### src/rtl/srrr_pkg.sv
// Package for the selective-repeat reorder receiver.
// Types, codes and constants shared by controller, datapath and top level.
// No dependencies.
package srrr_pkg;

	localparam int DEPTH = 16;
	localparam int IDX_W = $clog2(DEPTH);
	localparam int CNT_W = $clog2(DEPTH + 1);

	localparam logic [1:0] KIND_DATA    = 2'd0;
	localparam logic [1:0] KIND_TIMEOUT = 2'd1;

	localparam logic [1:0] RES_ACK       = 2'd0;
	localparam logic [1:0] RES_DELIVER   = 2'd1;
	localparam logic [1:0] RES_COMPLETED = 2'd2;
	localparam logic [1:0] RES_LOST      = 2'd3;

	localparam logic [1:0] REG_SESSION_ID = 2'd0;
	localparam logic [1:0] REG_FILE_SIZE  = 2'd1;
	localparam logic [1:0] REG_MAX_RETRY  = 2'd2;

	typedef struct packed {
		logic [1:0]  kind;
		logic [7:0]  packet_id;
		logic [31:0] seq;
		logic [15:0] payload_size;
		logic [15:0] payload_tag;
	} in_word_t;

	typedef struct packed {
		logic [1:0]  result_kind;
		logic [31:0] result_seq;
		logic [15:0] result_size;
		logic [15:0] result_tag;
		logic [6:0]  progress_percent;
		logic        last;
	} out_word_t;

	typedef enum logic [3:0] {
		ST_IDLE,
		ST_SEARCH,
		ST_DECIDE,
		ST_INSERT,
		ST_DRAIN,
		ST_DIV,
		ST_EMIT_ACK,
		ST_EMIT_DEL,
		ST_EMIT_DONE,
		ST_EMIT_LOST
	} state_t;

	// controller -> datapath
	typedef struct packed {
		logic load_item;    // capture input word, start scan at entry 0
		logic scan_step;    // compare one entry, advance scan index
		logic insert_step;  // shift one entry toward the tail or write item
		logic pop_head;     // deliver head entry and shift buffer down
		logic start_div;    // start progress division
		logic clr_timeout;
		logic inc_timeout;
	} dp_cmd_t;

	// datapath -> controller
	typedef struct packed {
		logic scan_done;
		logic found;
		logic below;
		logic full;
		logic insert_done;
		logic head_ready;
		logic complete;
		logic div_busy;
		logic retry_hit;
		logic ignore;
		logic is_timeout;
	} dp_status_t;

endpackage

### src/rtl/srrr_datapath.sv
// Datapath of the selective-repeat reorder receiver: reorder buffer, counters,
// serial scan/insert/pop and the restoring progress divider.
// Depends on srrr_pkg.
module srrr_datapath (
	input  logic                 clk,
	input  logic                 arst_n,
	input  srrr_pkg::in_word_t   item,
	input  srrr_pkg::dp_cmd_t    cmd,
	input  logic [7:0]           session_id,
	input  logic [31:0]          file_size,
	input  logic [7:0]           max_retry,
	output srrr_pkg::dp_status_t status,
	output logic [31:0]          item_seq,
	output logic [31:0]          exp_seq,
	output logic [15:0]          del_size,
	output logic [15:0]          del_tag,
	output logic [31:0]          del_seq,
	output logic [6:0]           percent
);
	import srrr_pkg::*;

	// buffer storage, no reset
	logic [31:0] seq_q  [DEPTH];
	logic [15:0] size_q [DEPTH];
	logic [15:0] tag_q  [DEPTH];

	logic [CNT_W-1:0] count_q;
	logic [CNT_W-1:0] idx_q;
	logic [31:0] expected_q;
	logic [31:0] bytes_q;
	logic [7:0]  timeout_q;
	in_word_t    item_q;
	logic        found_q;
	logic [31:0] del_seq_q;
	logic [15:0] del_size_q;
	logic [15:0] del_tag_q;

	// divider: bytes*100 (39 bits) / file_size, one quotient bit per cycle
	logic [38:0] dividend_q;
	logic [39:0] rem_q;
	logic [6:0]  quot_q;
	logic [5:0]  div_cnt_q;
	logic        div_busy_q;

	logic [IDX_W-1:0] idx;
	logic [IDX_W-1:0] idx_m1;
	logic             scan_at_end;
	logic             shift_more;
	logic [31:0]      room;
	logic [31:0]      bytes_nxt;
	logic [31:0]      div_src;
	logic [39:0]      rem_sh;
	logic [39:0]      rem_sub;

	assign idx         = idx_q[IDX_W-1:0];
	assign idx_m1      = idx - IDX_W'(1);
	assign scan_at_end = (idx_q == count_q);
	assign shift_more  = (idx_q != '0) && (seq_q[idx_m1] > item_q.seq);
	assign room        = 32'hFFFF_FFFF - bytes_q;
	assign bytes_nxt   = ({16'd0, size_q[0]} > room) ? 32'hFFFF_FFFF
		: bytes_q + {16'd0, size_q[0]};
	// a division started with a pop sees the bytes after that delivery
	assign div_src     = cmd.pop_head ? bytes_nxt : bytes_q;
	assign rem_sh      = {rem_q[38:0], dividend_q[38]};
	assign rem_sub     = rem_sh - {8'd0, file_size};

	// buffer: insert shifts from tail toward the insert point, pop shifts down
	always_ff @(posedge clk) begin
		if (cmd.insert_step) begin
			if (shift_more) begin
				seq_q[idx]  <= seq_q[idx_m1];
				size_q[idx] <= size_q[idx_m1];
				tag_q[idx]  <= tag_q[idx_m1];
			end else begin
				seq_q[idx]  <= item_q.seq;
				size_q[idx] <= item_q.payload_size;
				tag_q[idx]  <= item_q.payload_tag;
			end
		end
		if (cmd.pop_head) begin
			for (int i = 0; i < DEPTH - 1; i++) begin
				seq_q[i]  <= seq_q[i+1];
				size_q[i] <= size_q[i+1];
				tag_q[i]  <= tag_q[i+1];
			end
			del_seq_q  <= seq_q[0];
			del_size_q <= size_q[0];
			del_tag_q  <= tag_q[0];
		end
		if (cmd.load_item)
			item_q <= item;
	end

	// control state of the datapath
	always_ff @(posedge clk or negedge arst_n) begin
		if (!arst_n) begin
			count_q    <= '0;
			idx_q      <= '0;
			expected_q <= '0;
			bytes_q    <= '0;
			timeout_q  <= '0;
			found_q    <= 1'b0;
			div_busy_q <= 1'b0;
			div_cnt_q  <= '0;
			dividend_q <= '0;
			rem_q      <= '0;
			quot_q     <= '0;
		end else begin
			if (cmd.load_item) begin
				idx_q   <= '0;
				found_q <= 1'b0;
			end
			if (cmd.scan_step) begin
				if (seq_q[idx] == item_q.seq)
					found_q <= 1'b1;
				idx_q <= idx_q + CNT_W'(1);
			end
			// insert walks idx from count down to the slot
			if (cmd.insert_step) begin
				if (shift_more) begin
					idx_q <= idx_q - CNT_W'(1);
				end else begin
					count_q <= count_q + CNT_W'(1);
					idx_q   <= count_q + CNT_W'(1);
				end
			end
			if (cmd.pop_head) begin
				count_q    <= count_q - CNT_W'(1);
				bytes_q    <= bytes_nxt;
				expected_q <= expected_q + 32'd1;
			end
			if (cmd.clr_timeout)
				timeout_q <= '0;
			else if (cmd.inc_timeout)
				timeout_q <= timeout_q + 8'd1;
			// progress division, quotient saturates at 127
			if (cmd.start_div) begin
				div_busy_q <= (file_size != 32'd0);
				dividend_q <= {1'b0, div_src, 6'd0} + {2'd0, div_src, 5'd0}
					+ {5'd0, div_src, 2'd0};
				rem_q      <= '0;
				quot_q     <= '0;
				div_cnt_q  <= 6'd39;
			end else if (div_busy_q) begin
				dividend_q <= {dividend_q[37:0], 1'b0};
				if (rem_sh >= {8'd0, file_size}) begin
					rem_q  <= rem_sub;
					quot_q <= quot_q[6] ? 7'd127 : {quot_q[5:0], 1'b1};
				end else begin
					rem_q  <= rem_sh;
					quot_q <= quot_q[6] ? 7'd127 : {quot_q[5:0], 1'b0};
				end
				div_cnt_q <= div_cnt_q - 6'd1;
				if (div_cnt_q == 6'd1)
					div_busy_q <= 1'b0;
			end
		end
	end

	always_comb begin
		status.scan_done   = scan_at_end;
		status.found       = found_q;
		status.below       = expected_q > item_q.seq;
		status.full        = (count_q == CNT_W'(DEPTH));
		status.insert_done = !shift_more;
		status.head_ready  = (count_q != '0) && (seq_q[0] == expected_q);
		status.complete    = (bytes_q == file_size);
		status.div_busy    = div_busy_q;
		status.retry_hit   = ((timeout_q + 8'd1) == max_retry);
		status.ignore      = (item_q.kind == KIND_DATA) ? (item_q.packet_id != session_id)
			: (item_q.kind != KIND_TIMEOUT);
		status.is_timeout  = (item_q.kind == KIND_TIMEOUT);
	end

	assign item_seq = item_q.seq;
	assign exp_seq  = expected_q;
	assign del_size = del_size_q;
	assign del_tag  = del_tag_q;
	assign del_seq  = del_seq_q;
	assign percent  = (file_size == 32'd0) ? 7'd100
		: ((quot_q > 7'd100) ? 7'd100 : quot_q);
endmodule

### src/rtl/srrr_controller.sv
// Controller of the selective-repeat reorder receiver: sequences scan, insert,
// drain, progress division and result emission. Depends on srrr_pkg.
module srrr_controller (
	input  logic                 clk,
	input  logic                 arst_n,
	input  logic                 in_valid,
	output logic                 in_stall,
	output logic                 out_valid,
	input  logic                 out_stall,
	output logic [1:0]           res_kind,
	output logic                 res_last,
	input  srrr_pkg::dp_status_t status,
	output srrr_pkg::dp_cmd_t    cmd
);
	import srrr_pkg::*;

	state_t state_q, state_d;
	state_t emit_q, emit_d;
	logic   receiving_q, receiving_d;
	logic   dup_q, dup_d;

	always_ff @(posedge clk or negedge arst_n) begin
		if (!arst_n) begin
			state_q     <= ST_IDLE;
			emit_q      <= ST_EMIT_ACK;
			receiving_q <= 1'b1;
			dup_q       <= 1'b0;
		end else begin
			state_q     <= state_d;
			emit_q      <= emit_d;
			receiving_q <= receiving_d;
			dup_q       <= dup_d;
		end
	end

	// next state and commands
	always_comb begin
		state_d     = state_q;
		emit_d      = emit_q;
		receiving_d = receiving_q;
		dup_d       = dup_q;
		cmd         = '0;
		in_stall    = 1'b1;
		out_valid   = 1'b0;
		res_kind    = RES_ACK;
		res_last    = 1'b0;
		case (state_q)
			ST_IDLE: begin
				in_stall = 1'b0;
				if (in_valid) begin
					cmd.load_item = 1'b1;
					state_d       = receiving_q ? ST_SEARCH : ST_IDLE;
				end
			end
			ST_SEARCH: begin
				if (status.ignore) begin
					state_d = ST_IDLE;
				end else if (status.is_timeout) begin
					if (status.retry_hit) begin
						cmd.clr_timeout = 1'b1;
						receiving_d     = 1'b0;
						cmd.start_div   = 1'b1;
						emit_d          = ST_EMIT_LOST;
						state_d         = ST_DIV;
					end else begin
						cmd.inc_timeout = 1'b1;
						state_d         = ST_IDLE;
					end
				end else if (status.scan_done || status.found) begin
					state_d = ST_DECIDE;
				end else begin
					cmd.scan_step = 1'b1;
				end
			end
			ST_DECIDE: begin
				if (status.found || status.below) begin
					// duplicate: ack again, no delivery
					cmd.clr_timeout = 1'b1;
					cmd.start_div   = 1'b1;
					emit_d          = ST_EMIT_ACK;
					dup_d           = 1'b1;
					state_d         = ST_DIV;
				end else begin
					dup_d   = 1'b0;
					state_d = status.full ? ST_DRAIN : ST_INSERT;
				end
			end
			ST_INSERT: begin
				cmd.insert_step = 1'b1;
				if (status.insert_done) begin
					cmd.clr_timeout = 1'b1;
					cmd.start_div   = 1'b1;
					emit_d          = ST_EMIT_ACK;
					state_d         = ST_DIV;
				end
			end
			ST_DIV: begin
				if (!status.div_busy)
					state_d = emit_q;
			end
			ST_EMIT_ACK: begin
				out_valid = 1'b1;
				res_kind  = RES_ACK;
				res_last  = dup_q || !status.head_ready;
				if (!out_stall)
					state_d = dup_q ? ST_IDLE : ST_DRAIN;
			end
			ST_DRAIN: begin
				if (status.head_ready) begin
					cmd.pop_head    = 1'b1;
					cmd.clr_timeout = 1'b1;
					cmd.start_div   = 1'b1;
					emit_d          = ST_EMIT_DEL;
					state_d         = ST_DIV;
				end else begin
					state_d = ST_IDLE;
				end
			end
			ST_EMIT_DEL: begin
				out_valid = 1'b1;
				res_kind  = RES_DELIVER;
				res_last  = !status.complete && !status.head_ready;
				if (!out_stall)
					state_d = status.complete ? ST_EMIT_DONE : ST_DRAIN;
			end
			ST_EMIT_DONE: begin
				out_valid = 1'b1;
				res_kind  = RES_COMPLETED;
				res_last  = 1'b1;
				if (!out_stall) begin
					receiving_d = 1'b0;
					state_d     = ST_IDLE;
				end
			end
			ST_EMIT_LOST: begin
				out_valid = 1'b1;
				res_kind  = RES_LOST;
				res_last  = 1'b1;
				if (!out_stall)
					state_d = ST_IDLE;
			end
			default: state_d = ST_IDLE;
		endcase
	end
endmodule

### src/rtl/selective_repeat_reorder_receiver_top.sv
// Selective-repeat reorder receiver. One input word is taken at a time and the
// input stalls until its results are out. An ignored word, a foreign packet or a
// timeout that does not end the session is settled in the search state; a word
// after the session ended is dropped as it is taken. A data word is compared
// against the buffered entries one at a time, then decided and, unless it is a
// duplicate or the buffer is full, inserted by moving entries one at a time, followed
// by a serial progress division and its result word; each delivery adds a head
// check, a division and its result word, and any output stall holds the emission.
// Depends on srrr_pkg, srrr_controller and srrr_datapath.
module selective_repeat_reorder_receiver_top (
	input  logic                clk,
	input  logic                arst_n,
	input  logic                in_valid,
	output logic                in_stall,
	input  srrr_pkg::in_word_t  in_data,
	output logic                out_valid,
	input  logic                out_stall,
	output srrr_pkg::out_word_t out_data,
	input  logic                psel,
	input  logic                penable,
	input  logic                pwrite,
	input  logic [3:0]          paddr,
	input  logic [31:0]         pwdata,
	output logic [31:0]         prdata,
	output logic                pready
);
	import srrr_pkg::*;

	logic [7:0]  session_id_q;
	logic [31:0] file_size_q;
	logic [7:0]  max_retry_q;
	dp_cmd_t     cmd;
	dp_status_t  status;
	logic [31:0] item_seq, exp_seq, del_seq;
	logic [15:0] del_size, del_tag;
	logic [6:0]  percent;
	logic [1:0]  res_kind;
	logic        res_last;
	logic [1:0]  reg_idx;

	assign pready  = 1'b1;
	assign reg_idx = paddr[3:2];

	// configuration registers
	always_ff @(posedge clk or negedge arst_n) begin
		if (!arst_n) begin
			session_id_q <= 8'd0;
			file_size_q  <= 32'd1;
			max_retry_q  <= 8'd3;
		end else if (psel && penable && pwrite) begin
			case (reg_idx)
				REG_SESSION_ID: session_id_q <= pwdata[7:0];
				REG_FILE_SIZE:  file_size_q  <= pwdata;
				REG_MAX_RETRY:  max_retry_q  <= pwdata[7:0];
				default: ;
			endcase
		end
	end

	always_comb begin
		case (reg_idx)
			REG_SESSION_ID: prdata = {24'd0, session_id_q};
			REG_FILE_SIZE:  prdata = file_size_q;
			REG_MAX_RETRY:  prdata = {24'd0, max_retry_q};
			default:        prdata = 32'd0;
		endcase
	end

	srrr_controller u_ctrl (
		.clk       (clk),
		.arst_n    (arst_n),
		.in_valid  (in_valid),
		.in_stall  (in_stall),
		.out_valid (out_valid),
		.out_stall (out_stall),
		.res_kind  (res_kind),
		.res_last  (res_last),
		.status    (status),
		.cmd       (cmd)
	);

	srrr_datapath u_dp (
		.clk        (clk),
		.arst_n     (arst_n),
		.item       (in_data),
		.cmd        (cmd),
		.session_id (session_id_q),
		.file_size  (file_size_q),
		.max_retry  (max_retry_q),
		.status     (status),
		.item_seq   (item_seq),
		.exp_seq    (exp_seq),
		.del_size   (del_size),
		.del_tag    (del_tag),
		.del_seq    (del_seq),
		.percent    (percent)
	);

	// result word assembly
	always_comb begin
		out_data.result_kind      = res_kind;
		out_data.progress_percent = percent;
		out_data.last             = res_last;
		out_data.result_size      = 16'd0;
		out_data.result_tag       = 16'd0;
		case (res_kind)
			RES_ACK:       out_data.result_seq = item_seq;
			RES_DELIVER: begin
				out_data.result_seq  = del_seq;
				out_data.result_size = del_size;
				out_data.result_tag  = del_tag;
			end
			default:       out_data.result_seq = exp_seq;
		endcase
	end
endmodule

### config.mk
export PLATFORM = sky130hd
export DESIGN_NAME = selective_repeat_reorder_receiver_top
export DESIGN_NICKNAME = d
export VERILOG_FILES = /design/src/rtl/srrr_pkg.sv /design/src/rtl/srrr_datapath.sv /design/src/rtl/srrr_controller.sv /design/src/rtl/selective_repeat_reorder_receiver_top.sv
export SDC_FILE = /design/constraint.sdc
export NUM_CORES = 2
export LEC_CHECK = 0
export BUFFER_PORTS_ARGS = -buffer_cell sky130_fd_sc_hd__clkbuf_2
export CAP_MARGIN = 10
export CORE_AREA = 2 2 414 416
export CTS_CLUSTER_DIAMETER = 30
export DETAILED_ROUTE_END_ITERATION = 8
export DIE_AREA = 0 0 416 418
export PLACE_DENSITY = 0.7
export RECOVER_POWER = 100
export SLEW_MARGIN = 0
export SYNTH_ARGS = -nofsm -noshare
export SYNTH_HDL_FRONTEND = slang
export SYNTH_SLANG_ARGS = --single-unit
### constraint.sdc
create_clock -name clk -period 7.7 [get_ports clk]
set_clock_uncertainty 0.2 [all_clocks]
set_input_delay 0.77 -clock clk [delete_from_list [all_inputs] [get_ports clk]]
set_output_delay 0.77 -clock clk [all_outputs]
set_load 0.01 [all_outputs]
==> flow_metrics.py <==
metrics = {
    "outcome": {
        "status": "complete, but fails checks",
        "failed_checks": "max-capacitance violations, max-slew violations",
    },
    "cts": {
        "postCtsSetupBuffers": 0,
        "clock_latency_ps": 960,
        "cts_root_buf": "clkbuf_16",
        "cts_num_sinks": 1392,
        "tritoncts": "yes",
        "cts_resized": 0,
        "clock_buffer_count_from_cts": 337,
        "ctsHtreeMaxLevel": 5,
        "hold_buffers": 108,
        "cts-root-to-sink-buffers": 4,
        "cts.reportedPaths.clkPinSlew_ps": 50,
    },
    "global_route": {
        "first_pass_grt_wire_length_microns": 327000,
        "grt_max_degree": 193,
        "grt_pass1_vias": 52500,
        "total_global_route_track_usage_pct": 24.7,
        "grt_remaining_overflow": 0,
        "antenna_violations_before_repair": 7,
    },
    "placement": {
        "port_buffers": 222,
        "placed_cells_incl_taps": 7632,
        "dpl_worst_slack_ps": 781,
        "dpl.hpwl_microns": 131000,
        "gp_routability_congestion": 0.936,
    },
    "detailed_routing": {
        "finalWirelength_microns": 217000,
        "routed_via_density": 6.23,
        "drtIter0Drc": 5350,
        "antenna_violating_nets_post_route": 0,
        "post_route_drc": 0,
        "vias": 52000,
        "detail_route.first_pass.iterations": 6,
        "routed_wire_length_per_instance_microns": 26.0,
    },
    "floorplanning": {
        "die_area_sq_um": 174000,
        "initial_utilization_pct": 44.9,
        "core-area_sq_um": 169000,
        "num_rows": 151,
        "die_w_microns": 416,
        "dieHeight_microns": 418,
        "boundaryPins": 226,
    },
    "logic_synthesis": {
        "synth_enable_flop_cells": 1162,
        "netlist-cell-type-count": 78,
        "synth_top_flop_cell": "edfxtp_1",
        "syn-mean-instance-area_sq_um": 13.8,
        "postSynthNetCount": 5813,
        "synthCells": 5506,
        "synth.yosys.warnings": 0,
        "post_synth_instance_area_sq_um": 75900,
        "synth.yosys.seq_area_share_pct": 53.5,
        "ys_async_sr_fraction_pct": 16.5,
        "ff_latch_count_synth": 1392,
    },
    "setup_path": {
        "crit_type": "register to register",
        "timing.critical_path.buf_inv": 3,
        "path_delay_family": "simple AND/OR/NAND/NOR gates",
        "cp_slowest_stage_delay_ps": 3080,
        "critical_path.max_fanout": 35,
        "cp_data_arrival_time_ps": 7690,
        "timing.critical_path.to_type": "register",
        "slowest_stage": "and2_0",
        "worst_ep_required_time_ps": 8040,
        "cp-start-kind": "register",
        "timing.critical_path.cells": "buf_4 > buf_4 > ha_1 > and2_0 > clkbuf_4",
        "timing.critical_path.mode_cell": "buf_4",
    },
    "cells_and_area": {
        "layout-area-overhead-vs-synth_pct": 19.9,
        "final_std_cells_w_o_fill": 8339,
        "register_area_sq_um": 40700,
        "final_net_count": 6169,
        "post_route_cells_drive_above_1_share_pct": 21.9,
        "layout.filler_cells": 13600,
        "layout.core_utilization_pct": 53.8,
        "multiInputGateArea_sq_um": 33100,
    },
    "sta": {
        "worst_slew_margin_relative_to_its_limit_pct": -281,
        "post_route_worst_setup_slack_ps": 354,
        "fin_crit_ps": 7350,
        "achievable_clock_frequency_ghz": 0.136,
        "setup_failing_eps_final": 0,
        "hold_viol_final": 0,
        "number_of_pins_with_negative_max_slew_slack_in_the_final_report": 1265,
        "unrepaired_setup_endpoints_after_global_routing": "no",
        "finalSetupTns_ps": 0,
        "fin_crit_sh_pct": 95.4,
        "worst_pin_slew_ps": 5710,
    },
    "power": {
        "vdd.ir_drop.worst_mv": 0.312,
        "power_per_cell_area_nw_per_um2": 318,
        "leakage_nw": 31.9,
        "total_power_w": 0.0289,
    },
    "hold_path": {
        "worst_hold_path_type": "register to register",
    },
    "job": {
        "drv.max_cap_violation_count": 35,
    },
}
[through the flow]
stage / cell area (sq um) / hold slack (ps)
2_1_floorplan: 75900 / 221
4_1_cts: 91400 / 207
3_5_place_dp: 79100 / 241
6_report: 91000 / 210
5_1_grt: 91000 / 230
3_3_place_gp: 79100 / 243
[Yosys cell counts (all sizes together), types with 78 or more instances]
library cell  number  area share [%]
a21oi            135            0.89
and2              79            0.65
buf              147            0.97
clkbuf           254             1.3
dfrtp            225             7.4
edfxtp          1162              46
ha               178             2.9
inv              143            0.71
mux2             103             1.5
mux2i            123             1.6
mux4             470              14
nand2            279             1.4
nand2b            85            0.70
nor2             173            0.86
o21a             969             9.6
o21ai            154             1.0
xnor2            197             2.3
xor2              78            0.90
[worst reg2reg max path: cells and delay by family (launching register included)]
kind,cells,cell delay (ps)
simple gates,1,3080
fa+ha+maj,1,510
buf+inv,3,2380
flops,1,790
[layout by cell type (no fill, tap or decap), types with 25 or more instances in the layout]
| cell type | synthesis | layout |
|---|---|---|
| edfxtp_1 | 1162 | 1162 |
| o21a_1 | 969 | 969 |
| mux4_2 | 470 | 470 |
| clkbuf_16 | 0 | 343 |
| nand2_1 | 279 | 279 |
| dfrtp_1 | 225 | 220 |
| xnor2_1 | 197 | 195 |
| ha_1 | 178 | 177 |
| nor2_1 | 173 | 173 |
| clkbuf_2 | 1 | 169 |
| o21ai_0 | 154 | 154 |
| inv_1 | 142 | 141 |
| a21oi_1 | 135 | 135 |
| clkbuf_1 | 253 | 126 |
| mux2i_1 | 123 | 123 |
| dlygate4sd3_1 | 0 | 108 |
| mux2_2 | 103 | 90 |
| nand2b_1 | 85 | 85 |
| xor2_1 | 78 | 78 |
| a21o_1 | 76 | 76 |
| nand4_1 | 58 | 58 |
| and2_0 | 1 | 54 |
| nor3_1 | 44 | 45 |
| buf_4 | 10 | 45 |
| a211oi_1 | 41 | 42 |
| clkinv_2 | 0 | 40 |
| nand3_1 | 39 | 39 |
| bufinv_16 | 0 | 37 |
| clkinvlp_4 | 0 | 33 |
| clkinv_1 | 1 | 33 |
| o211ai_1 | 26 | 26 |
| and2_1 | 78 | 25 |
[routing by layer]
metal	vias up	global-route usage, %	routed length (microns)
met1	26600	32.8	86500
met2	2588	38.8	102000
met3	551	5.51	19000
met5	-	0	22
li1	22300	-	-
met4	4	11.2	9250
[cell type report]
class	instances	area share [%]
clock inverter	186	2.31
antenna	5	0.0137
clock buffer	407	9.94
multi-input combinational	3569	36.3
timing repair buffer	418	3.08
sequential	1392	44.7
tap	2218	3.05
inverter	144	0.598
[report_power, final]
group          leakage, nW  switching (W)  internal [W]
registers             13.4       0.000426       0.00899
logic                 13.1        0.00294       0.00258
clock network         5.38        0.00446       0.00953
total                 31.9        0.00783        0.0211
[sequential cells by signal, indices dropped and copies added, names as in the netlist, 3 cells and up]
name / cells
file_size_q: 32
max_retry_q: 8
session_id_q: 8
u_ctrl.emit_q: 3
u_ctrl.state_q: 4
u_dp.bytes_q: 32
u_dp.count_q: 5
u_dp.del_seq: 32
u_dp.del_size: 16
u_dp.del_tag: 16
u_dp.div_cnt_q: 6
u_dp.dividend_q: 37
u_dp.exp_seq: 32
u_dp.idx_q: 5
u_dp.item_q: 42
u_dp.item_seq: 32
u_dp.quot_q: 7
u_dp.rem_q: 39
u_dp.seq_q: 512
u_dp.size_q: 256
u_dp.tag_q: 256
u_dp.timeout_q: 8
[final timing paths]
kind | startpoint | endpoint | slack (ps) | cells after the start
min reg2reg | u_dp.tag_q[0][3]$_DFFE_PP_ | u_dp.del_tag[3]$_DFFE_PP_ | 210 | 0
min in group asynchronous | arst_n | u_dp.timeout_q[2]$_DFFE_PN0P_ | 2350 | 2
max in group asynchronous | arst_n | u_dp.dividend_q[5]$_DFFE_PN0P_ | 1690 | 2
max reg2reg | u_dp.idx_q[1]$_DFFE_PN0P_ | u_dp.tag_q[15][5]$_DFFE_PP_ | 350 | 5
min | u_dp.tag_q[0][3]$_DFFE_PP_ | u_dp.del_tag[3]$_DFFE_PP_ | 210 | 0
max | u_dp.idx_q[1]$_DFFE_PN0P_ | u_dp.tag_q[15][5]$_DFFE_PP_ | 350 | 5
[cell families (layout without fill, tap and decap cells)]
kind of cell / count (synthesis) / after routing / synth area share, %
other cells: 1 / 6 / 0.00494
mux: 696 / 696 / 17.1
compound gates: 1525 / 1525 / 14.3
buf+inv: 545 / 1155 / 2.94
xor+xnor: 275 / 275 / 3.17
simple gates: 881 / 881 / 5.73
flops: 1392 / 1392 / 53.5
fa+ha+maj: 191 / 191 / 3.26
Note: power is estimated with default switching activity, not from simulation.
